--- src/design/bdpt_pkg.sv ---
// Package for the button debounce / press timer block.
// Shared types, widths and stream field positions; no dependencies.

package bdpt_pkg;

    // Width of the internal time base; times and differences wrap at this width.
    localparam int TIME_WIDTH = 32;
    localparam int CMP_WIDTH  = (TIME_WIDTH > 32) ? TIME_WIDTH : 32;

    // Input stream packing: now_ms, raw_level, zero fill to whole bytes
    localparam int NOW_LSB    = 0;
    localparam int RAW_BIT    = 32;
    localparam int S_BITS     = 33;
    localparam int S_DATA_W   = ((S_BITS + 7) / 8) * 8;

    // Output stream packing, lowest bit first
    localparam int SETTLED_BIT = 0;
    localparam int STABLE_BIT  = 1;
    localparam int PRESS_BIT   = 2;
    localparam int RELEASE_BIT = 3;
    localparam int PHASE_LSB   = 4;
    localparam int PHASE_MSB   = 35;
    localparam int LPRESS_BIT  = 36;
    localparam int LREL_BIT    = 37;
    localparam int M_BITS      = 38;
    localparam int M_DATA_W    = ((M_BITS + 7) / 8) * 8;

    // Configuration register map
    localparam int          ADDR_W          = 4;
    localparam logic [1:0]  REG_PRESSED_LVL = 2'd0;
    localparam logic [1:0]  REG_DEBOUNCE    = 2'd1;
    localparam logic [1:0]  REG_LONG_PRESS  = 2'd2;
    localparam logic [1:0]  REG_LONG_REL    = 2'd3;

    localparam logic [15:0] DEBOUNCE_RST    = 16'd50;
    localparam logic [31:0] LONG_PRESS_RST  = 32'd1000;
    localparam logic [31:0] LONG_REL_RST    = 32'd1000;

    typedef struct packed {
        logic        pressed_level;
        logic [15:0] debounce_ms;
        logic [31:0] long_press_ms;
        logic [31:0] long_release_ms;
    } cfg_t;

    typedef struct packed {
        logic [31:0] now_ms;
        logic        raw_level;
    } item_t;

    typedef struct packed {
        logic        settled;
        logic        stable_level;
        logic        press_event;
        logic        release_event;
        logic [31:0] phase_ms;
        logic        long_press_event;
        logic        long_release_event;
    } result_t;

endpackage

--- src/design/button_debounce_press_timer_top.sv ---
// Top level of the button debounce / press timer block.
// Input register, step logic and result register; uses bdpt_pkg, bdpt_cfg_regs, bdpt_core.
//
//   Group   Dir  Handshake              Contents
//   s_*     in   s_tvalid / s_tready    now_ms, raw_level
//   m_*     out  m_tvalid / m_tready    one result per sample
//   APB     in   psel & penable         four config registers, 4-byte stride
//
// One sample per cycle sustained while m_tready is high; a result passes the sample register, then the result register.
// The sample register feeds the step logic; state and result register load together.
// s_tready stays high while the result register can drain or is empty.
// Reset clears state to the released level, times to 0, registers to defaults.

module button_debounce_press_timer_top
    import bdpt_pkg::*;
(
    input  logic                clk,
    input  logic                rst_n,
    // config port
    input  logic                psel,
    input  logic                penable,
    input  logic                pwrite,
    input  logic [ADDR_W-1:0]   paddr,
    input  logic [31:0]         pwdata,
    output logic [31:0]         prdata,
    output logic                pready,
    // samples in
    input  logic                s_tvalid,
    output logic                s_tready,
    input  logic [S_DATA_W-1:0] s_tdata,   // now_ms[31:0], raw_level[32], zero fill
    // results out
    output logic                m_tvalid,
    input  logic                m_tready,
    output logic [M_DATA_W-1:0] m_tdata    // settled, stable_level, press_event,
                                           // release_event, phase_ms[35:4],
                                           // long_press_event, long_release_event
);

    cfg_t    cfg;
    item_t   item_reg;
    logic    in_valid_reg;
    logic    out_valid_reg;
    result_t res;
    result_t res_reg;
    logic    advance;

    bdpt_cfg_regs u_cfg (
        .clk     (clk),
        .rst_n   (rst_n),
        .psel    (psel),
        .penable (penable),
        .pwrite  (pwrite),
        .paddr   (paddr),
        .pwdata  (pwdata),
        .prdata  (prdata),
        .pready  (pready),
        .cfg     (cfg)
    );

    bdpt_core u_core (
        .clk    (clk),
        .rst_n  (rst_n),
        .cfg    (cfg),
        .step   (advance),
        .item   (item_reg),
        .result (res)
    );

    assign advance  = in_valid_reg && (!out_valid_reg || m_tready);
    assign s_tready = !in_valid_reg || advance;

    always_ff @(posedge clk or negedge rst_n)
    begin
        if (!rst_n)
        begin
            in_valid_reg  <= 1'b0;
            out_valid_reg <= 1'b0;
        end
        else
        begin
            if (s_tready)
            begin
                in_valid_reg <= s_tvalid;
            end
            if (advance)
            begin
                out_valid_reg <= 1'b1;
            end
            else if (m_tready)
            begin
                out_valid_reg <= 1'b0;
            end
        end
    end

    always_ff @(posedge clk)
    begin
        if (s_tready && s_tvalid)
        begin
            item_reg.now_ms    <= s_tdata[NOW_LSB +: 32];
            item_reg.raw_level <= s_tdata[RAW_BIT];
        end
        if (advance)
        begin
            res_reg <= res;
        end
    end

    assign m_tvalid = out_valid_reg;

    always_comb
    begin
        m_tdata                         = '0;
        m_tdata[SETTLED_BIT]            = res_reg.settled;
        m_tdata[STABLE_BIT]             = res_reg.stable_level;
        m_tdata[PRESS_BIT]              = res_reg.press_event;
        m_tdata[RELEASE_BIT]            = res_reg.release_event;
        m_tdata[PHASE_MSB:PHASE_LSB]    = res_reg.phase_ms;
        m_tdata[LPRESS_BIT]             = res_reg.long_press_event;
        m_tdata[LREL_BIT]               = res_reg.long_release_event;
    end

endmodule

--- src/design/bdpt_cfg_regs.sv ---
// Configuration register file for the button debounce / press timer block.
// APB-style write/read port; depends on bdpt_pkg.

module bdpt_cfg_regs
    import bdpt_pkg::*;
(
    input  logic              clk,
    input  logic              rst_n,
    input  logic              psel,
    input  logic              penable,
    input  logic              pwrite,
    input  logic [ADDR_W-1:0] paddr,
    input  logic [31:0]       pwdata,
    output logic [31:0]       prdata,
    output logic              pready,
    output cfg_t              cfg
);

    cfg_t       cfg_reg;
    cfg_t       cfg_next;
    logic       wr_en;
    logic [1:0] reg_idx;

    assign pready  = 1'b1;
    assign wr_en   = psel & penable & pwrite & pready;
    assign reg_idx = paddr[3:2];

    always_comb
    begin
        cfg_next = cfg_reg;
        if (wr_en)
        begin
            unique case (reg_idx)
                REG_PRESSED_LVL: cfg_next.pressed_level   = pwdata[0];
                REG_DEBOUNCE:    cfg_next.debounce_ms     = pwdata[15:0];
                REG_LONG_PRESS:  cfg_next.long_press_ms   = pwdata;
                REG_LONG_REL:    cfg_next.long_release_ms = pwdata;
                default:         cfg_next = cfg_reg;
            endcase
        end
    end

    always_ff @(posedge clk or negedge rst_n)
    begin
        if (!rst_n)
        begin
            cfg_reg.pressed_level   <= 1'b0;
            cfg_reg.debounce_ms     <= DEBOUNCE_RST;
            cfg_reg.long_press_ms   <= LONG_PRESS_RST;
            cfg_reg.long_release_ms <= LONG_REL_RST;
        end
        else
        begin
            cfg_reg <= cfg_next;
        end
    end

    always_comb
    begin
        unique case (reg_idx)
            REG_PRESSED_LVL: prdata = {31'd0, cfg_reg.pressed_level};
            REG_DEBOUNCE:    prdata = {16'd0, cfg_reg.debounce_ms};
            REG_LONG_PRESS:  prdata = cfg_reg.long_press_ms;
            REG_LONG_REL:    prdata = cfg_reg.long_release_ms;
            default:         prdata = 32'd0;
        endcase
    end

    assign cfg = cfg_reg;

endmodule

--- src/design/bdpt_core.sv ---
// Debounce and phase timing state with the per-sample update logic.
// One sample is evaluated combinationally and committed on step; depends on bdpt_pkg.

module bdpt_core
    import bdpt_pkg::*;
(
    input  logic    clk,
    input  logic    rst_n,
    input  cfg_t    cfg,
    input  logic    step,
    input  item_t   item,
    output result_t result
);

    logic                  last_raw_reg,       last_raw_next;
    logic [TIME_WIDTH-1:0] change_time_reg,    change_time_next;
    logic                  accepted_reg,       accepted_next;
    logic [TIME_WIDTH-1:0] press_start_reg,    press_start_next;
    logic [TIME_WIDTH-1:0] release_start_reg,  release_start_next;
    logic                  lp_fired_reg,       lp_fired_next;
    logic                  lr_fired_reg,       lr_fired_next;

    logic [TIME_WIDTH-1:0] now;
    logic [TIME_WIDTH-1:0] since_change;
    logic [TIME_WIDTH-1:0] since_press;
    logic [TIME_WIDTH-1:0] since_release;
    logic [TIME_WIDTH-1:0] press_len;
    logic [TIME_WIDTH-1:0] release_len;
    logic [TIME_WIDTH-1:0] phase;
    logic                  settled;
    logic                  flip;
    logic                  to_pressed;
    logic                  press_long;
    logic                  release_long;

    assign now              = TIME_WIDTH'(item.now_ms);
    assign change_time_next = (item.raw_level != last_raw_reg) ? now : change_time_reg;
    assign last_raw_next    = item.raw_level;

    // all differences wrap at the time width
    assign since_change  = now - change_time_next;
    assign since_press   = now - press_start_reg;
    assign since_release = now - release_start_reg;

    assign settled    = since_change >= TIME_WIDTH'(cfg.debounce_ms);
    assign flip       = settled && (accepted_reg != item.raw_level);
    assign to_pressed = item.raw_level == cfg.pressed_level;

    assign accepted_next      = flip ? item.raw_level : accepted_reg;
    assign press_start_next   = (flip && to_pressed)  ? change_time_next : press_start_reg;
    assign release_start_next = (flip && !to_pressed) ? change_time_next : release_start_reg;

    // a new phase starts at the raw change, so its length is since_change
    assign press_len   = (flip && to_pressed)  ? since_change : since_press;
    assign release_len = (flip && !to_pressed) ? since_change : since_release;

    assign press_long   = (accepted_next == cfg.pressed_level) &&
                          (CMP_WIDTH'(press_len) > CMP_WIDTH'(cfg.long_press_ms));
    assign release_long = (accepted_next != cfg.pressed_level) &&
                          (CMP_WIDTH'(release_len) > CMP_WIDTH'(cfg.long_release_ms));

    assign lp_fired_next = settled ? press_long   : lp_fired_reg;
    assign lr_fired_next = settled ? release_long : lr_fired_reg;

    // ended phase: the release phase on a press, the press phase on a release
    assign phase = !flip ? '0 : (to_pressed ? since_release : since_press);

    always_comb
    begin
        result.settled            = settled;
        result.stable_level       = accepted_next;
        result.press_event        = flip && to_pressed;
        result.release_event      = flip && !to_pressed;
        result.phase_ms           = 32'(phase);
        result.long_press_event   = settled && press_long && !lp_fired_reg;
        result.long_release_event = settled && release_long && !lr_fired_reg;
    end

    always_ff @(posedge clk or negedge rst_n)
    begin
        if (!rst_n)
        begin
            last_raw_reg      <= 1'b1;
            accepted_reg      <= 1'b1;
            change_time_reg   <= '0;
            press_start_reg   <= '0;
            release_start_reg <= '0;
            lp_fired_reg      <= 1'b0;
            lr_fired_reg      <= 1'b0;
        end
        else if (step)
        begin
            last_raw_reg      <= last_raw_next;
            accepted_reg      <= accepted_next;
            change_time_reg   <= change_time_next;
            press_start_reg   <= press_start_next;
            release_start_reg <= release_start_next;
            lp_fired_reg      <= lp_fired_next;
            lr_fired_reg      <= lr_fired_next;
        end
    end

endmodule

--- config.mk ---
export PLATFORM = sky130hd
export DESIGN_NAME = button_debounce_press_timer_top
export DESIGN_NICKNAME = d
export VERILOG_FILES = /design/src/design/bdpt_pkg.sv /design/src/design/button_debounce_press_timer_top.sv /design/src/design/bdpt_cfg_regs.sv /design/src/design/bdpt_core.sv
export SDC_FILE = /design/constraint.sdc
export NUM_CORES = 1
export LEC_CHECK = 0
export BUFFER_PORTS_ARGS = -buffer_cell sky130_fd_sc_hd__buf_4
export CAP_MARGIN = 10
export CORE_ASPECT_RATIO = 1.25
export CORE_MARGIN = 10
export CORE_UTILIZATION = 60
export CTS_CLUSTER_DIAMETER = 60
export DETAILED_ROUTE_END_ITERATION = 12
export PLACE_DENSITY_LB_ADDON = 0.3
export SYNTH_ARGS = -nofsm -noshare
export SYNTH_HDL_FRONTEND = slang
export SYNTH_SLANG_ARGS = --single-unit
--- constraint.sdc ---
create_clock -name clk -period 16.6 [get_ports clk]
set_input_delay 0.83 -clock clk [delete_from_list [all_inputs] [get_ports clk]]
set_output_delay 0.83 -clock clk [all_outputs]
set_load 0.02 [all_outputs]
==> flow_summary.toml, run 1 <==
[clocking]
clk_pin_slew_ns = 0.06
htreeDepth = 1
cts_setup_buffers = 0
insertion_delay_ns = 0.59
cts_num_sinks = 254
post_cts_resized = 0
cts_hold_buf = 0
numCtsBuffers = 31
cts_max_path_buffers = 3
cts-root-buf = "clkbuf_16"
cts_tree = "yes"

[routing]
drc = 0
drtIter0Drc = 1131
wl_mm = 52.2
vias = 14842
post_drt_wl_per_cell_um = 21.0
dr.pass1.iters = 5
via_per_inst = 5.98
ant_nets = 0

[place]
placedCellCount = 2425
post-place-ws_ns = 7.03
dp.final_hpwl_mm = 39.4
gp_congestion = 0.986
io_buffers = 145

[worst_setup_path]
startpoint_type = "flop"
cp_data_arrival_time_ns = 10.15
path_class = "flop to flop"
worstPathMaxFanout = 45
worstPathRequired_ns = 16.89
crit_start = "item_reg[0]"
cpPeakStageDelay_ns = 0.82
crit_path_frequent_cell = "o21a_1"
cp_slowest_cell = "edfxtp_1"
critPathCaptureType = "flop"
worstReg2RegStart = "item_reg[0]"

[cells_and_area]
finalNonFillerCells = 2483
nNetsFinal = 2305
areaGrowthSynthToFinish_pct = 13.3
final_cell_mix = "nand2_1, inv_1, o21ai_0, dfrtp_1, ha_1"
nFillCells = 2347
layout-drive-gt1-share = 0.163
layout_commonest_cell = "nand2_1"
seq_area_sq_mm = 0.00673
diodes = 0
multi_input_area_sq_mm = 0.0106
largest_reg_flops = 81
fin_util = 0.689

[grt]
antenna_found_initial = 0
grt_pass1_wl_mm = 82.0
grtUsageTotal = 0.271
grt_start_max_net_pins = 102
grt_pass1_vias = 15195
grtUsageMet3 = 0.0330
grt_use_met1 = 0.294
overflow = 0
busiest_layer = "met2"
gr-usage-met2 = 0.486

[sta]
rsz0062_at_grt = "false"
finalMaxSlewViolations = 0
finalSetupViolCount = 0
max_freq_ghz = 0.101
hold_viol = 0
worstMarginPinSlew_ns = 1.11
setup_ws_ns = 6.74
timing.setup.tns_ns = 0
relSlewSlack = 0.253
post-route-min-period_ns = 9.86
skew_ns = 0.0288
period_share = 0.594

[power]
p_leak_uw = 0.00954
p_sw_uw = 1880
ir_worst_vdd_v = 0.000117
pwr-share-comb = 0.605
p_clk_frac = 0.164
power.density_mw_per_mm2 = 201
p_seq_frac = 0.231
swShare = 0.451
p_int_uw = 2280

[floorplanning]
rows = 71
design.die.area_sq_mm = 0.0379
start_util = 0.608
die_y_um = 215
die_w_um = 176
coreArea_sq_mm = 0.0301
ios = 158

[yosys]
synth-edff-count = 71
ys_seq_elements = 254
ys_warn_count = 0
synth_cell_types = 85
syn_avg_cell_area_sq_um = 9.43
synth_area_sq_mm = 0.0183
ys_seq_area_frac = 0.368
synth-async-reset-ratio = 0.720
synthFlopType = "dfrtp_1"
synth_cells = 1941

[hold_path]
min_path_type = "input pin to async pin"

[run_status]
status = "finished, final reports clean"

[run]
cap_violations = 0
## synthesized netlist by cell type (all sizes together) (52+ instances only)
master,number,share of area
edfxtp,71,0.12
nand2,213,0.044
mux2,112,0.069
nor2,72,0.015
o21ai,176,0.048
ha,163,0.11
xnor2,64,0.031
a21oi,118,0.032
mux2i,90,0.049
dfrtp,166,0.23
a21o,52,0.021
inv,179,0.037
## area by class of cell
| type | count | share of cell area |
|---|---|---|
| clock buffers | 39 | 0.0393 |
| clock inverters | 19 | 0.0100 |
| inverters | 179 | 0.0324 |
| multi-input cells | 1434 | 0.512 |
| flip-flops and latches | 254 | 0.325 |
| well taps | 401 | 0.0242 |
| repair buffers | 157 | 0.0570 |
## power by group through the flow
stage	sequential [uW]	combinational [uW]	clock (uW)
floorplan	970	1740	0
global placement	961	2400	0
detailed placement	970	2470	0
CTS	960	2490	692
global route	983	2770	718
finish	962	2520	682
## routing by layer
layer / vias to the layer above / part of all wire / routed length, um
li1: 7118 / - / -
met1: 7094 / 0.37 / 19500
met2: 471 / 0.51 / 26900
met3: 159 / 0.046 / 2380
met4: 0 / 0.067 / 3520
met5: - / 0 / 0
## final timing paths
path / endpoint / cells past startpoint / slack [ns]
max reg2reg: m_tdata[36] / 39 / 6.74
max: m_tdata[36] / 39 / 6.74
max in group asynchronous: u_cfg.cfg[58] / 2 / 14.55
min: u_core.press_start_reg[3] / 1 / 0.36
min reg2reg: u_core.change_time_reg[16] / 2 / 0.48
min in group clk: item_reg[28] / 1 / 0.42
## metrics by stage
step	power (uW)	instance area, sq um	hold WS, ns
after global placement	3360	19700	0.459
final	4160	20700	0.365
after global routing	4470	20700	0.408
after detailed placement	3440	19700	0.468
after floorplan	2710	18300	0.446
after CTS	4140	20700	0.392
## worst max-delay path: cells and delay by family, from the launching register on
kind | cells | cell delay [ns]
fa+ha+maj | 4 | 1.07
simple gates | 7 | 1.93
flops | 1 | 0.82
compound gates | 22 | 4.07
xor+xnor | 2 | 0.48
buf+inv | 2 | 0.52
mux | 2 | 0.65
## kinds of logic (layout without fill, tap and decap cells)
kind of cell | count (synthesis) | count (layout) | share of synthesized area
buf+inv | 254 | 394 | 0.0559
simple gates | 467 | 467 | 0.123
compound gates | 490 | 490 | 0.169
fa+ha+maj | 176 | 176 | 0.120
other cells | 2 | 3 | 0.000410
mux | 203 | 203 | 0.119
xor+xnor | 95 | 95 | 0.0459
flops | 254 | 254 | 0.368
Power figures use the tool's default switching activity.
==> run 2: changes to the inputs <==
- CORE_UTILIZATION: 60 -> 55
- clock period: 16.6 -> 8.8 ns (I/O delays scaled with it)
==> run 2 against run 1 <==
Via count grew 2.5%; sequential power grew 87%; global-route usage shrank 1.2 points; core utilization shrank 4.8 points; critical path type unchanged; highest routed layer unchanged.
==> flow_summary.toml, run 2 (synthesized netlist as in run 1, its figures left out) <==
[clocking]
cts_tree = "yes"
cts-root-buf = "clkbuf_16"
cts_num_sinks = 254
cts_max_path_buffers = 3
insertion_delay_ns = 0.59
clk_pin_slew_ns = 0.07
htreeDepth = 1
numCtsBuffers = 30

[sta]
rsz0062_at_grt = "false"
hold_viol = 0
max_freq_ghz = 0.123
worstMarginPinSlew_ns = 1.15
relSlewSlack = 0.235
skew_ns = 0.0203
finalSetupViolCount = 0
period_share = 0.922
timing.setup.tns_ns = 0
post-route-min-period_ns = 8.12
finalMaxSlewViolations = 0

[hold_path]
min_path_cells = 1
min_path_type = "input pin to flop"

[power]
p_leak_uw = 0.00965
ir_worst_vdd_v = 0.000225
power.density_mw_per_mm2 = 380

[cells_and_area]
layout-drive-gt1-share = 0.173
finalNonFillerCells = 2519
nFillCells = 2710
largest_reg_flops = 81
layout_commonest_cell = "nand2_1"
diodes = 0
final_cell_mix = "nand2_1, inv_1, o21ai_0, buf_4, dfrtp_1"
nNetsFinal = 2325
areaGrowthSynthToFinish_pct = 14.7

[worst_setup_path]
critPathBufInv = 1
reg2reg_depth = 39
cpPeakStageDelay_ns = 0.60
critical_path.top_delay_family = "compound AO/OA/AOI/OAI gates"
cp_data_arrival_time_ns = 8.42
critPathCaptureType = "flop"
cp_slowest_cell = "dfstp_2"
path_class = "flop to flop"
worstPathMaxFanout = 11
worstPathRequired_ns = 9.10
crit_path_frequent_cell = "a21o_1"
path_depth = 39
startpoint_type = "flop"

[grt]
grt_pass1_wl_mm = 84.5
grt_start_max_net_pins = 85
grtUsageTotal = 0.259
overflow = 0
grt_pass1_vias = 15625
antenna_found_initial = 1

[place]
gp_congestion = 0.957
dp.final_hpwl_mm = 40.8
placedCellCount = 2452
io_buffers = 145

[run]
cap_violations = 0

[floorplanning]
design.die.area_sq_mm = 0.0410
start_util = 0.559
rows = 74
die_w_um = 183
coreArea_sq_mm = 0.0328
ios = 158
die_y_um = 224

[run_status]
status = "finished, final reports clean"

[routing]
vias = 15219
dr.pass1.iters = 5
post_drt_wl_per_cell_um = 21.6
wl_mm = 54.5
drc = 0
drtIter0Drc = 1231
via_per_inst = 6.04
ant_nets = 0
==> run 2: cell types whose count changed in the layout (fill, tap and decap cells not counted), moves of 2 or more <==
| cell | change |
|---|---|
| clkinvlp_4 | +3 |
| clkbuf_8 | +4 |
| clkinv_2 | -5 |
| clkbuf_1 | -3 |
| buf_12 | +2 |
| buf_4 | +16 |
==> run 2: routing by layer <==
layer	up-vias	GRT usage	wire length, um
met5	-	0	0
met4	0	0.151	3240
met1	7312	0.297	20800
met3	172	0.0351	3250
li1	7158	-	-
met2	577	0.452	27200
==> run 2: repair_timing <==
action                                 CTS  global route
hold buffers                             1             0
setup buffers                            0             9
setup endpoints to repair                0             4
endpoints found under the hold margin   29             0
resized for setup                        0             6
==> run 2: layout make-up <==
cell class,instances,area [sq um],area share
clock inverters,17,229,0.0109
clock buffers,39,835,0.0397
multi-input cells,1435,10700,0.507
inverters,179,672,0.0320
well taps,418,523,0.0249
repair buffers,177,1360,0.0649
flip-flops and latches,254,6730,0.320
==> run 2: final timing paths <==
path,from,to,slack (ns)
worst max register to register,u_core.last_raw_reg,m_tdata[37],0.68
worst min register to register,u_core.change_time_reg[22],u_core.change_time_reg[22],0.48
worst min-delay path,s_tdata[22],item_reg[23],0.03
worst max-delay path,u_core.last_raw_reg,m_tdata[37],0.68
max in group asynchronous,rst_n,u_cfg.cfg[75],7.11
min in group asynchronous,rst_n,u_core.change_time_reg[27],0.30
==> run 2: stage by stage <==
| stage | area, sq um | util | hold slack [ns] | worst slack (ns) | total power [uW] |
|---|---|---|---|---|---|
| after global routing | 21000 | 0.641 | 0.0171 | 0.0596 | 8540 |
| after global placement | 19800 | 0.605 | 0.347 | 0.552 | 6370 |
| after CTS | 20900 | 0.638 | 0.0128 | 0.304 | 7900 |
| after floorplan | 18300 | - | 0.144 | 0.613 | 5110 |
| after detailed placement | 19800 | 0.605 | 0.348 | 0.389 | 6520 |
| final | 21000 | 0.641 | 0.0276 | 0.683 | 7970 |
==> run 2: report_power, final <==
group	switching, uW	leakage [uW]	internal, uW
Clock	538	0.000514	793
Combinational	2860	0.00626	1980
Sequential	190	0.00288	1610
==> run 3: changes to the inputs <==
- CORE_UTILIZATION: 55 -> 57
- CTS_BUF_LIST: unset -> sky130_fd_sc_hd__clkbuf_4
==> run 3 against run 2 <==
Routed wire length down 1.3%; clock power is 14% lower; first-iteration DRC count down 0.24%; count of clock-buffer cells in the layout rose by 62; critical path depth is 4 lower; global-route usage is 0.55 points higher; clock skew grew 0.054 ns; largest cell class unchanged; largest power group unchanged.
==> flow_summary.toml, run 3 (synthesized netlist as in run 1, its figures left out) <==
[sta]
finalMaxSlewViolations = 0
period_share = 0.937
setup_ws_ns = 0.555
hold_viol = 0
post-route-min-period_ns = 8.24
finalSetupViolCount = 0
skew_ns = 0.0741
max_freq_ghz = 0.121
worstMarginPinSlew_ns = 1.08
relSlewSlack = 0.279

[power]
ir_worst_vdd_v = 0.000187
p_leak_uw = 0.00993
power.density_mw_per_mm2 = 362

[cells_and_area]
final_cell_mix = "nand2_1, inv_1, o21ai_0, buf_4, dfrtp_1"
layout-drive-gt1-share = 0.186
finalNonFillerCells = 2645
nNetsFinal = 2426
largest_reg_flops = 81
areaGrowthSynthToFinish_pct = 17.4
layout_commonest_cell = "nand2_1"

[worst_setup_path]
worstPathMaxFanout = 36
critPathCaptureType = "flop"
crit_path_frequent_cell = "o21ai_0"
path_class = "flop to flop"
cp_slowest_cell = "dfstp_2"
worstPathRequired_ns = 9.37
cpPeakStageDelay_ns = 0.65
startpoint_type = "flop"
cp_data_arrival_time_ns = 8.81

[place]
dp.final_hpwl_mm = 40.1
post-place-ws_ns = 0.287
gp_congestion = 0.947
io_buffers = 145
placedCellCount = 2448

[routing]
drc = 0
wl_mm = 53.7
dr.pass1.iters = 6
ant_nets = 0
post_drt_wl_per_cell_um = 20.3
via_per_inst = 5.93
drtIter0Drc = 1228
vias = 15688

[clocking]
cts_max_path_buffers = 3
cts_tree = "yes"
numCtsBuffers = 70
htreeDepth = 3
cts-root-buf = "clkbuf_4"
insertion_delay_ns = 0.77
cts_num_sinks = 254
clk_pin_slew_ns = 0.06
cts_setup_buffers = 0

[floorplanning]
rows = 73
ios = 158
start_util = 0.576
design.die.area_sq_mm = 0.0397
die_y_um = 220
die_w_um = 180
coreArea_sq_mm = 0.0318

[grt]
grt_start_max_net_pins = 96
overflow = 0
grtUsageTotal = 0.264
antenna_found_initial = 2
grt_pass1_wl_mm = 84.4
grt_pass1_vias = 16205

[run_status]
status = "finished, final reports clean"

[hold_path]
min_path_type = "input pin to flop"

[run]
cap_violations = 0
## run 3: changes by cell type in the layout (fill, tap and decap cells not counted), moves of 3 or more
cell           change
clkbuf_8           -5
buf_4              -5
clkbuf_1           -4
inv_6              -3
clkinv_1          +15
clkbuf_16         -30
dlygate4sd3_1     +68
clkbuf_4         +101
## run 3: worst paths after layout
kind	startpoint	end	slack (ns)	cells past startpoint
max	u_core.last_raw_reg	m_tdata[37]	0.56	35
min	penable	u_cfg.cfg[80]	0.19	4
max reg2reg	u_core.last_raw_reg	m_tdata[37]	0.56	35
min reg2reg	u_core.change_time_reg[22]	u_core.change_time_reg[22]	0.48	2
max in group asynchronous	rst_n	u_cfg.cfg[51]	6.54	4
min in group asynchronous	rst_n	u_core.press_start_reg[4]	0.36	2
## run 3: area by class of cell
cell class | count | area [sq um]
multi-input combinational | 1435 | 10700
fill | 2531 | 10300
sequential | 254 | 6730
timing repair buffer | 238 | 1970
clock buffer | 101 | 758
inverter | 179 | 672
tap | 412 | 515
clock inverter | 24 | 179
antenna | 2 | 5.00
## run 3: where the power goes
group	switching, uW	total, uW	internal, uW
combinational	2830	4810	1980
clock	533	1150	618
sequential	191	1800	1610
## run 3: metal layers
metal  vias up  wire (um)  GRT usage
li1       7430          -          -
met1      7444      19900      0.278
met2       607      27500      0.477
met3       207       2760     0.0449
met4         0       3610      0.183
met5         -          0          0
## run 3: worst max-delay path, delay by kind of cell, from the launching register on
kind,cells,cell delay (ns)
compound gates,20,3.89
simple gates,6,1.50
xor+xnor,2,0.40
fa+ha+maj,4,0.87
buf+inv,2,0.55
mux,1,0.19
flops,1,0.65
## run 3: what timing repair did
action,CTS,global route
endpoints found under the setup margin,0,4
resized for setup,0,7
hold buffers,69,0
endpoints found under the hold margin,203,0
## run 3: stage by stage
step                 util  area [sq um]  hold WS (ns)  total power, uW  setup TNS [ns]
global route        0.676         21500         0.178             8350         -0.0119
floorplan               -         18300         0.144             5110               0
global placement    0.624         19800         0.462             6330               0
CTS                 0.675         21400         0.181             7700               0
finish              0.676         21500         0.192             7770               0
detailed placement  0.624         19800         0.471             6490               0
